==> src/rtl/biquad_cascade_filter_defines.svh <==
// Assertion macros shared by the biquad cascade RTL.
// No dependencies; included by the files that carry concurrent assertions.
`ifndef BIQUAD_CASCADE_FILTER_DEFINES_SVH
`define BIQUAD_CASCADE_FILTER_DEFINES_SVH

// Antecedent implies consequent in the same cycle.
`define BQC_ASSERT_SAME(label, clk, rst_n, ante, cons, msg) \
    label: assert property (@(posedge clk) disable iff (!rst_n) (ante) |-> (cons)) \
        else $error(msg);

// Antecedent implies consequent in the next cycle.
`define BQC_ASSERT_NEXT(label, clk, rst_n, ante, cons, msg) \
    label: assert property (@(posedge clk) disable iff (!rst_n) (ante) |=> (cons)) \
        else $error(msg);

// Condition must never hold.
`define BQC_ASSERT_NEVER(label, clk, rst_n, cond, msg) \
    label: assert property (@(posedge clk) disable iff (!rst_n) !(cond)) \
        else $error(msg);

`endif

==> src/rtl/bqc_pkg.sv <==
// Shared types and constants for the biquad cascade filter.
// No dependencies; imported by every module of the block.
`timescale 1ns / 1ps

package bqc_pkg;

    // Fixed formats: Q2.14 coefficients, Q2.30 delay state.
    localparam int COEF_W     = 16;
    localparam int STATE_W    = 32;
    localparam int ACC_W      = 50;
    localparam int LANE_W     = 2;
    localparam int CFG_IDX_W  = 3;
    localparam int CFG_DATA_W = 64;
    localparam int NUM_REGS   = 5;

    // Register indexes, also used to pick a coefficient kind.
    localparam logic [CFG_IDX_W-1:0] REG_B0 = 3'd0;
    localparam logic [CFG_IDX_W-1:0] REG_B1 = 3'd1;
    localparam logic [CFG_IDX_W-1:0] REG_B2 = 3'd2;
    localparam logic [CFG_IDX_W-1:0] REG_A1 = 3'd3;
    localparam logic [CFG_IDX_W-1:0] REG_A2 = 3'd4;

    // Unity gain b0 in every lane.
    localparam logic [CFG_DATA_W-1:0] B0_RESET = 64'h4000_4000_4000_4000;

    // Datapath operations.
    localparam int OP_W = 3;
    localparam logic [OP_W-1:0] OP_NONE    = 3'd0;
    localparam logic [OP_W-1:0] OP_LOAD    = 3'd1;
    localparam logic [OP_W-1:0] OP_Y       = 3'd2;
    localparam logic [OP_W-1:0] OP_A1_INIT = 3'd3;
    localparam logic [OP_W-1:0] OP_A1_SUB  = 3'd4;
    localparam logic [OP_W-1:0] OP_A2_INIT = 3'd5;
    localparam logic [OP_W-1:0] OP_WR      = 3'd6;

    // Multiplier sample operand sources.
    localparam int SRC_W = 2;
    localparam logic [SRC_W-1:0] SRC_IN = 2'd0;
    localparam logic [SRC_W-1:0] SRC_X  = 2'd1;
    localparam logic [SRC_W-1:0] SRC_Y  = 2'd2;

    // Control from the sequencer to the datapath.
    typedef struct packed {
        logic [OP_W-1:0]  op;
        logic [SRC_W-1:0] src;
    } dp_ctrl_t;

endpackage

==> src/rtl/bqc_coef_regs.sv <==
// Coefficient register file with lane selection by section and kind.
// Depends on bqc_pkg.
`timescale 1ns / 1ps

module bqc_coef_regs (
    input  logic                           aclk,
    input  logic                           aresetn,
    input  logic                           wr_en,
    input  logic [bqc_pkg::CFG_IDX_W-1:0]  wr_index,
    input  logic [bqc_pkg::CFG_DATA_W-1:0] wr_data,
    input  logic [bqc_pkg::CFG_IDX_W-1:0]  kind,
    input  logic [bqc_pkg::LANE_W-1:0]     lane,
    output logic signed [bqc_pkg::COEF_W-1:0] coef
);
    import bqc_pkg::*;

    logic [CFG_DATA_W-1:0] b0_reg;
    logic [CFG_DATA_W-1:0] b1_reg;
    logic [CFG_DATA_W-1:0] b2_reg;
    logic [CFG_DATA_W-1:0] a1_reg;
    logic [CFG_DATA_W-1:0] a2_reg;
    logic [CFG_DATA_W-1:0] word;
    logic [LANE_W+3:0]     lane_base;

    // Register writes; an index beyond the list is dropped.
    always_ff @(posedge aclk) begin
        if (!aresetn) begin
            b0_reg <= B0_RESET;
            b1_reg <= '0;
            b2_reg <= '0;
            a1_reg <= '0;
            a2_reg <= '0;
        end else if (wr_en) begin
            case (wr_index)
                REG_B0:  b0_reg <= wr_data;
                REG_B1:  b1_reg <= wr_data;
                REG_B2:  b2_reg <= wr_data;
                REG_A1:  a1_reg <= wr_data;
                REG_A2:  a2_reg <= wr_data;
                default: ;
            endcase
        end
    end

    // Pick the register of the requested kind, then the section's lane.
    always_comb begin
        case (kind)
            REG_B0:  word = b0_reg;
            REG_B1:  word = b1_reg;
            REG_B2:  word = b2_reg;
            REG_A1:  word = a1_reg;
            REG_A2:  word = a2_reg;
            default: word = '0;
        endcase
    end

    assign lane_base = {lane, 4'b0000};
    assign coef      = word[lane_base +: COEF_W];

endmodule

==> src/rtl/bqc_state_mem.sv <==
// Delay state memory: one entry per section holding z2 and z1.
// Depends on bqc_pkg and the shared assertion macros.
`timescale 1ns / 1ps
`include "biquad_cascade_filter_defines.svh"

module bqc_state_mem #(
    parameter int DEPTH = 4,
    parameter int AW    = 2
) (
    input  logic                         aclk,
    input  logic                         aresetn,
    input  logic                         rd_en,
    input  logic [AW-1:0]                rd_addr,
    output logic [bqc_pkg::STATE_W-1:0]  rd_z1,
    output logic [bqc_pkg::STATE_W-1:0]  rd_z2,
    input  logic                         wr_en,
    input  logic [AW-1:0]                wr_addr,
    input  logic [bqc_pkg::STATE_W-1:0]  wr_z1,
    input  logic [bqc_pkg::STATE_W-1:0]  wr_z2
);
    import bqc_pkg::*;

    logic [2*STATE_W-1:0] mem [DEPTH];
    logic [DEPTH-1:0]     valid_reg;
    logic [2*STATE_W-1:0] rd_data_reg;
    logic                 rd_hit_reg;

    // Write port; the valid bit marks the entry as holding real state.
    always_ff @(posedge aclk) begin
        if (wr_en) begin
            mem[wr_addr] <= {wr_z2, wr_z1};
        end
    end

    always_ff @(posedge aclk) begin
        if (!aresetn) begin
            valid_reg <= '0;
        end else if (wr_en) begin
            valid_reg[wr_addr] <= 1'b1;
        end
    end

    // Registered read; data holds until the next read.
    always_ff @(posedge aclk) begin
        if (rd_en) begin
            rd_data_reg <= mem[rd_addr];
        end
    end

    always_ff @(posedge aclk) begin
        if (!aresetn) begin
            rd_hit_reg <= 1'b0;
        end else if (rd_en) begin
            rd_hit_reg <= valid_reg[rd_addr];
        end
    end

    // An entry not written since reset reads as zero.
    assign rd_z1 = rd_hit_reg ? rd_data_reg[STATE_W-1:0] : '0;
    assign rd_z2 = rd_hit_reg ? rd_data_reg[2*STATE_W-1:STATE_W] : '0;

    `BQC_ASSERT_NEVER(a_no_collision, aclk, aresetn,
        rd_en && wr_en && (rd_addr == wr_addr), "read and write hit the same entry")

endmodule

==> src/rtl/bqc_datapath.sv <==
// Shared multiplier and accumulators that evaluate one biquad section.
// Depends on bqc_pkg.
`timescale 1ns / 1ps

module bqc_datapath #(
    parameter int SAMPLE_BITS = 16
) (
    input  logic                                aclk,
    input  bqc_pkg::dp_ctrl_t                   ctrl,
    input  logic signed [bqc_pkg::COEF_W-1:0]   coef,
    input  logic signed [SAMPLE_BITS-1:0]       sample_in,
    input  logic signed [bqc_pkg::STATE_W-1:0]  rd_z1,
    input  logic signed [bqc_pkg::STATE_W-1:0]  rd_z2,
    output logic signed [SAMPLE_BITS-1:0]       y,
    output logic signed [bqc_pkg::STATE_W-1:0]  wr_z1,
    output logic signed [bqc_pkg::STATE_W-1:0]  wr_z2
);
    import bqc_pkg::*;

    localparam int PROD_W = COEF_W + SAMPLE_BITS;
    localparam int ALIGN  = 31 - SAMPLE_BITS;
    localparam int YSH    = 45 - SAMPLE_BITS;
    localparam int ZSH    = 14;

    localparam logic signed [ACC_W-1:0] Y_MAX = (ACC_W'(1) << (SAMPLE_BITS - 1)) - ACC_W'(1);
    localparam logic signed [ACC_W-1:0] Y_MIN = ~Y_MAX;
    localparam logic signed [ACC_W-1:0] Y_RND = ACC_W'(1) << (YSH - 1);
    localparam logic signed [ACC_W-1:0] Z_RND = ACC_W'(1) << (ZSH - 1);
    localparam logic signed [ACC_W-1:0] S_MAX = ACC_W'(32'h7FFF_FFFF);
    localparam logic signed [ACC_W-1:0] S_MIN = ~S_MAX;

    logic signed [SAMPLE_BITS-1:0] x_reg;
    logic signed [SAMPLE_BITS-1:0] y_reg;
    logic signed [SAMPLE_BITS-1:0] y_next;
    logic signed [SAMPLE_BITS-1:0] op_b;
    logic signed [PROD_W-1:0]      prod_reg;
    logic signed [ACC_W-1:0]       ps;
    logic signed [ACC_W-1:0]       z1s;
    logic signed [ACC_W-1:0]       z2s;
    logic signed [ACC_W-1:0]       ysum;
    logic signed [ACC_W-1:0]       yq;
    logic signed [ACC_W-1:0]       acc1_reg;
    logic signed [ACC_W-1:0]       acc2_reg;
    logic signed [ACC_W-1:0]       n2;

    // Shift out the rounding bits of a state sum and clamp to 32 bits.
    function automatic logic signed [STATE_W-1:0] sat_state(input logic signed [ACC_W-1:0] v);
        logic signed [ACC_W-1:0] q;
        q = v >>> ZSH;
        if (q > S_MAX) begin
            return S_MAX[STATE_W-1:0];
        end else if (q < S_MIN) begin
            return S_MIN[STATE_W-1:0];
        end
        return q[STATE_W-1:0];
    endfunction

    // Sample operand of the multiplier.
    always_comb begin
        case (ctrl.src)
            SRC_IN:  op_b = sample_in;
            SRC_X:   op_b = x_reg;
            SRC_Y:   op_b = y_reg;
            default: op_b = x_reg;
        endcase
    end

    // One product per cycle, registered before any sum.
    always_ff @(posedge aclk) begin
        prod_reg <= coef * op_b;
    end

    // Product aligned to 44 fraction bits, state to the same scale.
    assign ps  = ACC_W'(prod_reg) <<< ALIGN;
    assign z1s = ACC_W'(rd_z1) <<< ZSH;
    assign z2s = ACC_W'(rd_z2) <<< ZSH;

    // Section output: round to sample precision and saturate.
    always_comb begin
        ysum = ps + z1s + Y_RND;
        yq   = ysum >>> YSH;
        if (yq > Y_MAX) begin
            y_next = Y_MAX[SAMPLE_BITS-1:0];
        end else if (yq < Y_MIN) begin
            y_next = Y_MIN[SAMPLE_BITS-1:0];
        end else begin
            y_next = yq[SAMPLE_BITS-1:0];
        end
    end

    assign n2 = acc2_reg - ps;

    // Accumulate the delay updates; the rounding half is folded in at start.
    always_ff @(posedge aclk) begin
        case (ctrl.op)
            OP_LOAD:    x_reg    <= sample_in;
            OP_Y:       y_reg    <= y_next;
            OP_A1_INIT: acc1_reg <= ps + z2s + Z_RND;
            OP_A1_SUB:  acc1_reg <= acc1_reg - ps;
            OP_A2_INIT: acc2_reg <= ps + Z_RND;
            OP_WR:      x_reg    <= y_reg;
            default:    ;
        endcase
    end

    assign y     = y_reg;
    assign wr_z1 = sat_state(acc1_reg);
    assign wr_z2 = sat_state(n2);

endmodule

==> src/rtl/biquad_cascade_filter.sv <==
// Top level of the biquad cascade filter: handshakes, sequencer and output register.
// Depends on bqc_pkg, bqc_coef_regs, bqc_state_mem, bqc_datapath and the macros.
//
//   Channel   Direction  Handshake           Payload
//   s_        in         s_tvalid/s_tready   s_tdata: sample_in
//   m_        out        m_tvalid/m_tready   m_tdata: sample_out
//   cfg_      in         cfg_valid/cfg_ready cfg_index, cfg_data (register write)
//
// Each section passes the steps Y, A1, B2, A2 and WR on the one shared multiplier, so the
// result is registered at the last write-back unless the output is still full, and can
// transfer in the idle state, when the next input is also taken; a new input waits for idle.
// Delay state lives in a small memory whose per-entry valid bits are cleared by reset.
// Reset is synchronous, active low; both ready outputs stay low while it is asserted.
// A result still waiting at the last write-back holds the sequencer until it transfers.
`timescale 1ns / 1ps
`include "biquad_cascade_filter_defines.svh"

module biquad_cascade_filter #(
    parameter int SECTIONS    = 4,
    parameter int SAMPLE_BITS = 16
) (
    input  logic                                 aclk,
    input  logic                                 aresetn,
    // s_tdata: sample_in in the low SAMPLE_BITS bits, zero padding above
    input  logic                                 s_tvalid,
    output logic                                 s_tready,
    input  logic [((SAMPLE_BITS+7)/8)*8-1:0]     s_tdata,
    // m_tdata: sample_out in the low SAMPLE_BITS bits, zero padding above
    output logic                                 m_tvalid,
    input  logic                                 m_tready,
    output logic [((SAMPLE_BITS+7)/8)*8-1:0]     m_tdata,
    input  logic                                 cfg_valid,
    output logic                                 cfg_ready,
    input  logic [bqc_pkg::CFG_IDX_W-1:0]        cfg_index,
    input  logic [bqc_pkg::CFG_DATA_W-1:0]       cfg_data
);
    import bqc_pkg::*;

    localparam int TDATA_W = ((SAMPLE_BITS + 7) / 8) * 8;
    localparam int SEC_W   = (SECTIONS > 1) ? $clog2(SECTIONS) : 1;
    localparam logic [SEC_W-1:0] LAST_SEC = SEC_W'(SECTIONS - 1);

    // Sequencer states.
    localparam int ST_W = 3;
    localparam logic [ST_W-1:0] ST_IDLE = 3'd0;
    localparam logic [ST_W-1:0] ST_Y    = 3'd1;
    localparam logic [ST_W-1:0] ST_A1   = 3'd2;
    localparam logic [ST_W-1:0] ST_B2   = 3'd3;
    localparam logic [ST_W-1:0] ST_A2   = 3'd4;
    localparam logic [ST_W-1:0] ST_WR   = 3'd5;
    localparam logic [ST_W-1:0] ST_OUT  = 3'd6;

    logic [ST_W-1:0]            state_reg;
    logic [ST_W-1:0]            state_next;
    logic [SEC_W-1:0]           sec_reg;
    logic [SEC_W-1:0]           sec_next;
    logic [SEC_W-1:0]           sec_inc;
    logic [SEC_W-1:0]           coef_sec;
    logic [SEC_W-1:0]           rd_addr;
    logic                       rd_en;
    logic                       wr_en;
    logic                       out_load;
    logic                       out_free;
    logic                       m_tvalid_reg;
    logic [SAMPLE_BITS-1:0]     out_data_reg;
    logic [CFG_IDX_W-1:0]       kind;
    logic signed [COEF_W-1:0]   coef;
    dp_ctrl_t                   ctrl;
    logic [STATE_W-1:0]         rd_z1;
    logic [STATE_W-1:0]         rd_z2;
    logic [STATE_W-1:0]         wr_z1;
    logic [STATE_W-1:0]         wr_z2;
    logic signed [SAMPLE_BITS-1:0] y;

    assign cfg_ready = aresetn;
    assign s_tready  = aresetn && (state_reg == ST_IDLE);
    assign out_free  = !m_tvalid_reg || m_tready;
    assign sec_inc   = sec_reg + SEC_W'(1);

    bqc_coef_regs u_coef (
        .aclk     (aclk),
        .aresetn  (aresetn),
        .wr_en    (cfg_valid && cfg_ready),
        .wr_index (cfg_index),
        .wr_data  (cfg_data),
        .kind     (kind),
        .lane     (LANE_W'(coef_sec)),
        .coef     (coef)
    );

    bqc_state_mem #(
        .DEPTH (SECTIONS),
        .AW    (SEC_W)
    ) u_mem (
        .aclk    (aclk),
        .aresetn (aresetn),
        .rd_en   (rd_en),
        .rd_addr (rd_addr),
        .rd_z1   (rd_z1),
        .rd_z2   (rd_z2),
        .wr_en   (wr_en),
        .wr_addr (sec_reg),
        .wr_z1   (wr_z1),
        .wr_z2   (wr_z2)
    );

    bqc_datapath #(
        .SAMPLE_BITS (SAMPLE_BITS)
    ) u_dp (
        .aclk      (aclk),
        .ctrl      (ctrl),
        .coef      (coef),
        .sample_in (s_tdata[SAMPLE_BITS-1:0]),
        .rd_z1     (rd_z1),
        .rd_z2     (rd_z2),
        .y         (y),
        .wr_z1     (wr_z1),
        .wr_z2     (wr_z2)
    );

    // Sequencer: five steps per section; the write-back step also starts the
    // b0 product and the state read of the following section.
    always_comb begin
        state_next = state_reg;
        sec_next   = sec_reg;
        ctrl.op    = OP_NONE;
        ctrl.src   = SRC_X;
        kind       = REG_B0;
        coef_sec   = sec_reg;
        rd_en      = 1'b0;
        rd_addr    = sec_reg;
        wr_en      = 1'b0;
        out_load   = 1'b0;
        case (state_reg)
            ST_IDLE: begin
                if (s_tvalid) begin
                    ctrl.op    = OP_LOAD;
                    ctrl.src   = SRC_IN;
                    coef_sec   = '0;
                    rd_en      = 1'b1;
                    rd_addr    = '0;
                    sec_next   = '0;
                    state_next = ST_Y;
                end
            end
            ST_Y: begin
                ctrl.op    = OP_Y;
                ctrl.src   = SRC_X;
                kind       = REG_B1;
                state_next = ST_A1;
            end
            ST_A1: begin
                ctrl.op    = OP_A1_INIT;
                ctrl.src   = SRC_Y;
                kind       = REG_A1;
                state_next = ST_B2;
            end
            ST_B2: begin
                ctrl.op    = OP_A1_SUB;
                ctrl.src   = SRC_X;
                kind       = REG_B2;
                state_next = ST_A2;
            end
            ST_A2: begin
                ctrl.op    = OP_A2_INIT;
                ctrl.src   = SRC_Y;
                kind       = REG_A2;
                state_next = ST_WR;
            end
            ST_WR: begin
                ctrl.op = OP_WR;
                wr_en   = 1'b1;
                if (sec_reg != LAST_SEC) begin
                    ctrl.src   = SRC_Y;
                    coef_sec   = sec_inc;
                    rd_en      = 1'b1;
                    rd_addr    = sec_inc;
                    sec_next   = sec_inc;
                    state_next = ST_Y;
                end else if (out_free) begin
                    out_load   = 1'b1;
                    state_next = ST_IDLE;
                end else begin
                    state_next = ST_OUT;
                end
            end
            ST_OUT: begin
                if (out_free) begin
                    out_load   = 1'b1;
                    state_next = ST_IDLE;
                end
            end
            default: begin
                state_next = ST_IDLE;
            end
        endcase
    end

    always_ff @(posedge aclk) begin
        if (!aresetn) begin
            state_reg <= ST_IDLE;
            sec_reg   <= '0;
        end else begin
            state_reg <= state_next;
            sec_reg   <= sec_next;
        end
    end

    // Output register: holds the result until its transfer completes.
    always_ff @(posedge aclk) begin
        if (!aresetn) begin
            m_tvalid_reg <= 1'b0;
        end else if (out_load) begin
            m_tvalid_reg <= 1'b1;
        end else if (m_tready) begin
            m_tvalid_reg <= 1'b0;
        end
    end

    always_ff @(posedge aclk) begin
        if (out_load) begin
            out_data_reg <= y;
        end
    end

    assign m_tvalid = m_tvalid_reg;
    assign m_tdata  = TDATA_W'(out_data_reg);

    `BQC_ASSERT_NEXT(a_accept_starts, aclk, aresetn,
        s_tvalid && s_tready, state_reg == ST_Y, "accepted sample did not start section work")
    `BQC_ASSERT_SAME(a_result_source, aclk, aresetn,
        $rose(m_tvalid), ($past(state_reg) == ST_WR) || ($past(state_reg) == ST_OUT),
        "result appeared outside the final write-back")
    `BQC_ASSERT_NEVER(a_busy_no_ready, aclk, aresetn,
        s_tready && (sec_reg != sec_next) && (state_reg != ST_IDLE),
        "input ready while a section is in progress")

endmodule
==> config.mk <==
export PLATFORM = sky130hd
export DESIGN_NAME = biquad_cascade_filter
export DESIGN_NICKNAME = d
export VERILOG_FILES = /design/src/rtl/bqc_pkg.sv /design/src/rtl/bqc_coef_regs.sv /design/src/rtl/bqc_state_mem.sv /design/src/rtl/bqc_datapath.sv /design/src/rtl/biquad_cascade_filter.sv
export VERILOG_INCLUDE_DIRS = /design/src /design/src/rtl
export SDC_FILE = /design/constraint.sdc
export NUM_CORES = 2
export LEC_CHECK = 0
export BUFFER_PORTS_ARGS = -buffer_cell sky130_fd_sc_hd__buf_2
export CELL_PAD_IN_SITES_DETAIL_PLACEMENT = 0
export CELL_PAD_IN_SITES_GLOBAL_PLACEMENT = 1
export CORE_MARGIN = 5
export CORE_UTILIZATION = 45
export CTS_BUF_LIST = sky130_fd_sc_hd__clkbuf_8
export DETAILED_ROUTE_END_ITERATION = 7
export PLACE_DENSITY_LB_ADDON = 0.2
export SYNTH_ARGS = -nofsm -noshare
export SYNTH_HDL_FRONTEND = slang
export SYNTH_HIERARCHICAL = 1
export SYNTH_SLANG_ARGS = --single-unit
==> constraint.sdc <==
create_clock -name aclk -period 13.2 [get_ports aclk]
set_input_delay 2.64 -clock aclk [delete_from_list [all_inputs] [get_ports aclk]]
set_output_delay 2.64 -clock aclk [all_outputs]
set_load 0.005 [all_outputs]
# Yosys cells after proc, flatten, opt, wreduce, memory -nomap -nowiden
# Memories as Yosys holds them, arrays and structs flattened. A register that Yosys moved wholly into a read port is not among the register bits.
# Index checks and enable logic that the tools add are counted.
[word_totals]
output_inout_bits = 19
ramBits = 256
memories = 1
regBits = 511
[op_classes]
reduce_logical = 18
add_sub_neg = 8
n_eq_ne = 24
n_mul = 1
n_lt_le_gt_ge = 9
mux = 44
shifts = 1
bitwise = 1
[memory_table]
columns = ["name", "depth", "word_bits", "read_ports", "rd_ports_with_merged_regs", "wr", "line_no", "rtl"]
rows = [
  ["u_mem.mem", 4, 64, 1, 1, 1, "bqc_state_mem.sv:23", "logic [2*STATE_W-1:0] mem [DEPTH];"],
]
[ops]
columns = ["operator", "count"]
rows = [
  ["$pmux 64 s5", 1],
  ["$mux 32", 8],
  ["$pmux 50 s2", 1],
  ["$sub 50x47->50", 2],
  ["$add 47x46->48", 2],
  ["$gt 36x32->1 const B", 2],
  ["$lt 36x32->1 const B", 2],
  ["$pmux 16 s2", 2],
  ["$shiftx 64x7->16", 1],
  ["$add 50x15->50 const B", 1],
  ["$add 48x30->49 const B", 1],
  ["$add 47x15->48 const B", 1],
  ["$mul 16x16->32", 1],
  ["$pmux 5 s6", 1],
  ["$eq 3x2->1 const B", 8],
  ["$eq 3x3->1 const B", 8],
  ["$gt 21x16->1 const B", 1],
  ["$lt 21x16->1 const B", 1],
  ["$pmux 3 s7", 1],
  ["$mux 16", 1],
  ["$mux 1", 15],
  ["$mux 3", 5],
  ["$eq 3x1->1 const B", 4],
  ["$pmux 3 s4", 1],
  ["other kinds (18)", 35],
]

# Logic depth before layout (Yosys ltp)
[logic_depth]
ltp_word = 6
ltp_mapped = 35
ltp_nobuf = 32

# Modules after synthesis
# Netlist, hierarchy kept.
[modules_own_cells]
columns = ["module", "n_inst", "cells_per_inst", "area_per_inst_um2"]
rows = [
  ["bqc_datapath", 1, 2387, 21563.2],
  ["bqc_coef_regs", 1, 1770, 14465.1],
  ["bqc_state_mem", 1, 488, 11791.3],
  ["biquad_cascade_filter", 1, 75, 902.1],
]

# Worst setup path before layout
# No wires, ideal clock.
[synth_timing]
kind = "input-to-reg"
from = "in s_tvalid"
to = "reg u_dp.prod_reg[24]"
setup_slack_ns = 3.048
required_ns = 13.128
stages = 30
n_path_buf = 3
setup_ns = 0.072
arrival_time_ns = 10.080
path_cell_list = "or3b_1 -> a21oi_1 -> nor3_1 -> inv_1 -> clkbuf_1 -> clkbuf_1 -> o221a_2 -> o31ai_1 -> clkbuf_1 -> nand2_1 -> fa_1 -> fa_1 -> fa_1 -> fa_1 -> inv_1 -> fa_1 -> inv_1 -> fa_1 -> inv_1 -> ha_1 -> a21o_1 -> a21o_1 -> a21oi_1 -> nor2_1 -> a2111oi_1 -> o21bai_1 -> a2111oi_2 -> o31ai_1 -> a21oi_1 -> xnor2_1"
[synth_via]
word_cells_on_any_way = 9
classes_between = "mul: 1; eq/ne: 1; shift: 1; mux: 5; reduce/logical: 1"
[synth_rtl]
columns = ["element", "line_no", "rtl"]
rows = [
  ["start, declared", "biquad_cascade_filter.sv:25", "input logic s_tvalid,"],
  ["$mux 2", "n/a", ""],
  ["$pmux 2 s2", "n/a", ""],
  ["net coef_sec[0]", "biquad_cascade_filter.sv:58", "logic [SEC_W-1:0] coef_sec;"],
  ["$shiftx 64x7->16", "bqc_coef_regs.sv:58", "assign coef = word[lane_base +: COEF_W];"],
  ["net coef[10]", "biquad_cascade_filter.sv:67", "logic signed [COEF_W-1:0] coef;"],
  ["$mul 16x16->32", "bqc_datapath.sv:70", "prod_reg <= coef * op_b;"],
  ["end signal, assigned", "bqc_datapath.sv:70", ""],
  ["end, declared", "bqc_datapath.sv:36", "logic signed [PROD_W-1:0] prod_reg;"],
]
# The timed path passes the listed nets, and every way through them passes these cells.
# A chain may end at the register's enable or synchronous reset.

# Final worst setup path
[layout_timing]
from = "reg state_reg[2]"
to = "reg u_dp.prod_reg[24]"
[layout_via]
elab_chain_cells = 6
word_cells_on_any_way = 20
classes_between = "mul: 1; eq/ne: 10; shift: 1; mux: 5; reduce/logical: 3"
[layout_rtl]
columns = ["element", "line_no", "rtl"]
rows = [
  ["start, declared", "biquad_cascade_filter.sv:53", "logic [ST_W-1:0] state_reg;"],
  ["start signal, assigned", "biquad_cascade_filter.sv:204", "state_reg <= state_next;"],
  ["$eq 3x3->1, or another cell as far along", "biquad_cascade_filter.sv:134", "case (state_reg)"],
  ["$pmux 3 s4 (*)", "biquad_cascade_filter.sv:134", ""],
  ["net kind[2]", "biquad_cascade_filter.sv:66", "logic [CFG_IDX_W-1:0] kind;"],
  ["$eq 3x3->1, or another cell as far along", "bqc_coef_regs.sv:47", "case (kind)"],
  ["$pmux 64 s5 (*)", "bqc_coef_regs.sv:47", ""],
  ["$shiftx 64x7->16 (*)", "bqc_coef_regs.sv:58", ""],
  ["net coef[8]", "biquad_cascade_filter.sv:67", ""],
  ["$mul 16x16->32 (*)", "bqc_datapath.sv:70", ""],
]
# The timed path passes the listed nets; every way through them passes the cells marked *.

==> summary.md <==
| Metric | Value |
|---|---|
| Crit path DAT | ~11000 ps |
| Finish-stage setup viols | 0 |
| Die width | approximately 340 µm |
| Warnings, synthesis | 6 |
| Cell depth of the worst hold path | 2 |
| Detailed Route Iter0 Violations | between 2000 and 3000 |
| Skew final | between 20 and 30 ps |
| WS Path Type | reg2reg |
| First-pass DRT Iterations | 6 |
| VDD IR max | 0.0000750 V |
| Final Hold Vio Count | 0 |
| Worst r2r src | state_reg[2] |
| Initial antenna violation count | 15 |
| Placer Congestion | between 0.8 and 0.9 |
| Max cap viols | 0 |
| Worst Hold End | u_coef/b1_reg[17] |
| Die area | 114000 µm² |
| Tot GR Track Use | 0.243 |
| Placement Cell Area | about 50000 µm² |
| Multi-input gate area in the final layout | around 26000 µm² |
| Synth Net Count | between 5000 and 6000 |
| Slew @ Worst Pin | 1290 ps |
| CTS max path bufs | 3 |
| Worst-Skew Late Latency | about 840 ps |
| # H-tree levels | 4 |
| Critical path data required time | around 14000 ps |
| Starting density of the core | 0.452 |
| Port buffer count | ~110 |
| TNS Setup | 0 ps |
| Num rows | 120 |
| Slew HR | 0.135 |
| Die height | 338 µm |
| Worst-path clk slew | ~60 ps |
| CP endpoint kind | flop |
| Clock period minus worst slack | between 10000 and 15000 ps |
| Crit path max fanout | 22 |
| Syn Area/Cell | about 10 µm² |
| Core area | roughly 110000 µm² |
| Root Buffer | clkbuf_8 |
| First-pass GRT wire length | 213 mm |
| Share of layout cells above drive strength 1 | 0.110 |
| Reg2Reg Setup Slack | about 2700 ps |
| CTS tree | done |
| Vias per cell | approximately 5.5 |
| Final slew viol count | 0 |
| Post-route ant nets | 0 |
| Worst hold path class | reg2reg |
| Vias in the first global route | 35300 |
| Most used cell, CP | fa_1 |
| RSZ-0062 raised after global routing | no |
| Nets@finish | approximately 5400 |
| Avg WL per Cell | roughly 22 µm |
| Number of remaining DRC errors | 0 |
| Crit-path slowest cell | nor3b_4 |
| Top Ports | 107 |
| Detailed placement HPWL | just over 90 mm |
| Lkg Pwr | approximately 21 nW |
| Register area | 20000 µm² |
| Finished Cell Area | ~53000 µm² |
| Pwr dens | approximately 150 nW/µm² |
| Fmax | 0.0950 GHz |
| Slowest stage delay, CP | ~930 ps |
| Layout area overhead | 9.87% |
| # fillers | roughly 10000 |
| CTS Hold Bufs | 0 |
| Mapped Cells | ~4700 |
| R2R depth | 28 |
| CTS resizes | 0 |
| Outcome | finished clean |
| Grt ovf | 0 |
| Post-CTS Setup Inserts | 0 |
| Cts bufs inserted | between 100 and 150 |
| RR Endpoint | u_dp/prod_reg[24] |
| Max reg flops | approximately 250 |
| Clock sinks | between 700 and 800 |
| CP startpoint kind | flop |
| Period utilization | 0.797 |
| Via count | 34700 |
| Most flop-heavy register | u_mem/mem |
| Critical hold path startpoint | u_coef/b1_reg[17] |
| Largest net degree at the start of global routing | approximately 110 |
| Mapped cell area | a little under 50000 µm² |
| Final WL | between 100 and 150 mm |
## area by class of cell
| type | count | area share |
|---|---|---|
| clock buffers | 155 | 0.0402 |
| inverters | 409 | 0.0289 |
| clock inverters | 96 | 0.0124 |
| diodes | 8 | 0.000377 |
| flip-flops and latches | 788 | 0.377 |
| well taps | 1403 | 0.0331 |
| repair buffers | 180 | 0.0211 |
| multi-input cells | 3260 | 0.487 |
## worst max-delay path: cells and delay by family, from the launching register on
family                     cells  cell delay, ps
xor gates and xnor gates       1             130
adders and majority gates      7            3420
and+or+nand+nor                5            2270
AOI/OAI and AO/OA             11            3200
buffers and inverters          4             630
DFF                            1             760
## cell usage in the layout, fill, tap and decap left out, types with 89 or more instances in the layout
cell type,count
a21boi_0,161
a21boi_1,168
a21o_1,97
a21oi_1,159
and2_1,124
buf_2,105
clkbuf_8,156
dfxtp_1,362
edfxtp_1,425
fa_1,265
ha_1,242
inv_1,456
nand2_1,858
nor2_1,117
nor2b_1,89
o21ai_0,163
## layer usage
| metal | track usage | vias to the layer above | part of all wire |
|---|---|---|---|
| met3 | 0.0374 | 223 | 0.054 |
| met5 | 0 | - | 0.00033 |
| li1 | - | 16400 | - |
| met1 | 0.334 | 17200 | 0.45 |
| met4 | 0.0733 | 6 | 0.027 |
| met2 | 0.399 | 941 | 0.47 |
## stage by stage
step	util	hold WS, ps	worst slack [ps]	instances	power, mW
2_1_floorplan	-	430	3050	4701	4.86
3_3_place_gp	0.470	437	2030	6040	5.59
3_5_place_dp	0.470	444	1940	6040	5.60
4_1_cts	0.496	452	2820	6291	7.92
5_1_grt	0.496	468	2060	6294	8.34
6_report	0.497	449	2670	6299	7.85
## how the worst max path moves through the flow
stage                            start           endpoint  slack, ps  depth (start not counted)
final                     state_reg[2]  u_dp/prod_reg[24]       2670                         28
after global routing          s_tvalid  u_dp/prod_reg[24]       2060                         32
after global placement        s_tvalid  u_dp/prod_reg[24]       2030                         31
after CTS                 state_reg[2]  u_dp/prod_reg[24]       2820                         28
after floorplan               s_tvalid  u_dp/prod_reg[24]       3050                         30
after detailed placement      s_tvalid  u_dp/prod_reg[24]       1940                         31
## report_power, final
group / internal, mW / switching, mW
registers: 2.89 / 0.134
logic: 0.928 / 1.62
clock network: 1.23 / 1.06
Power figures use the tool's default switching activity.
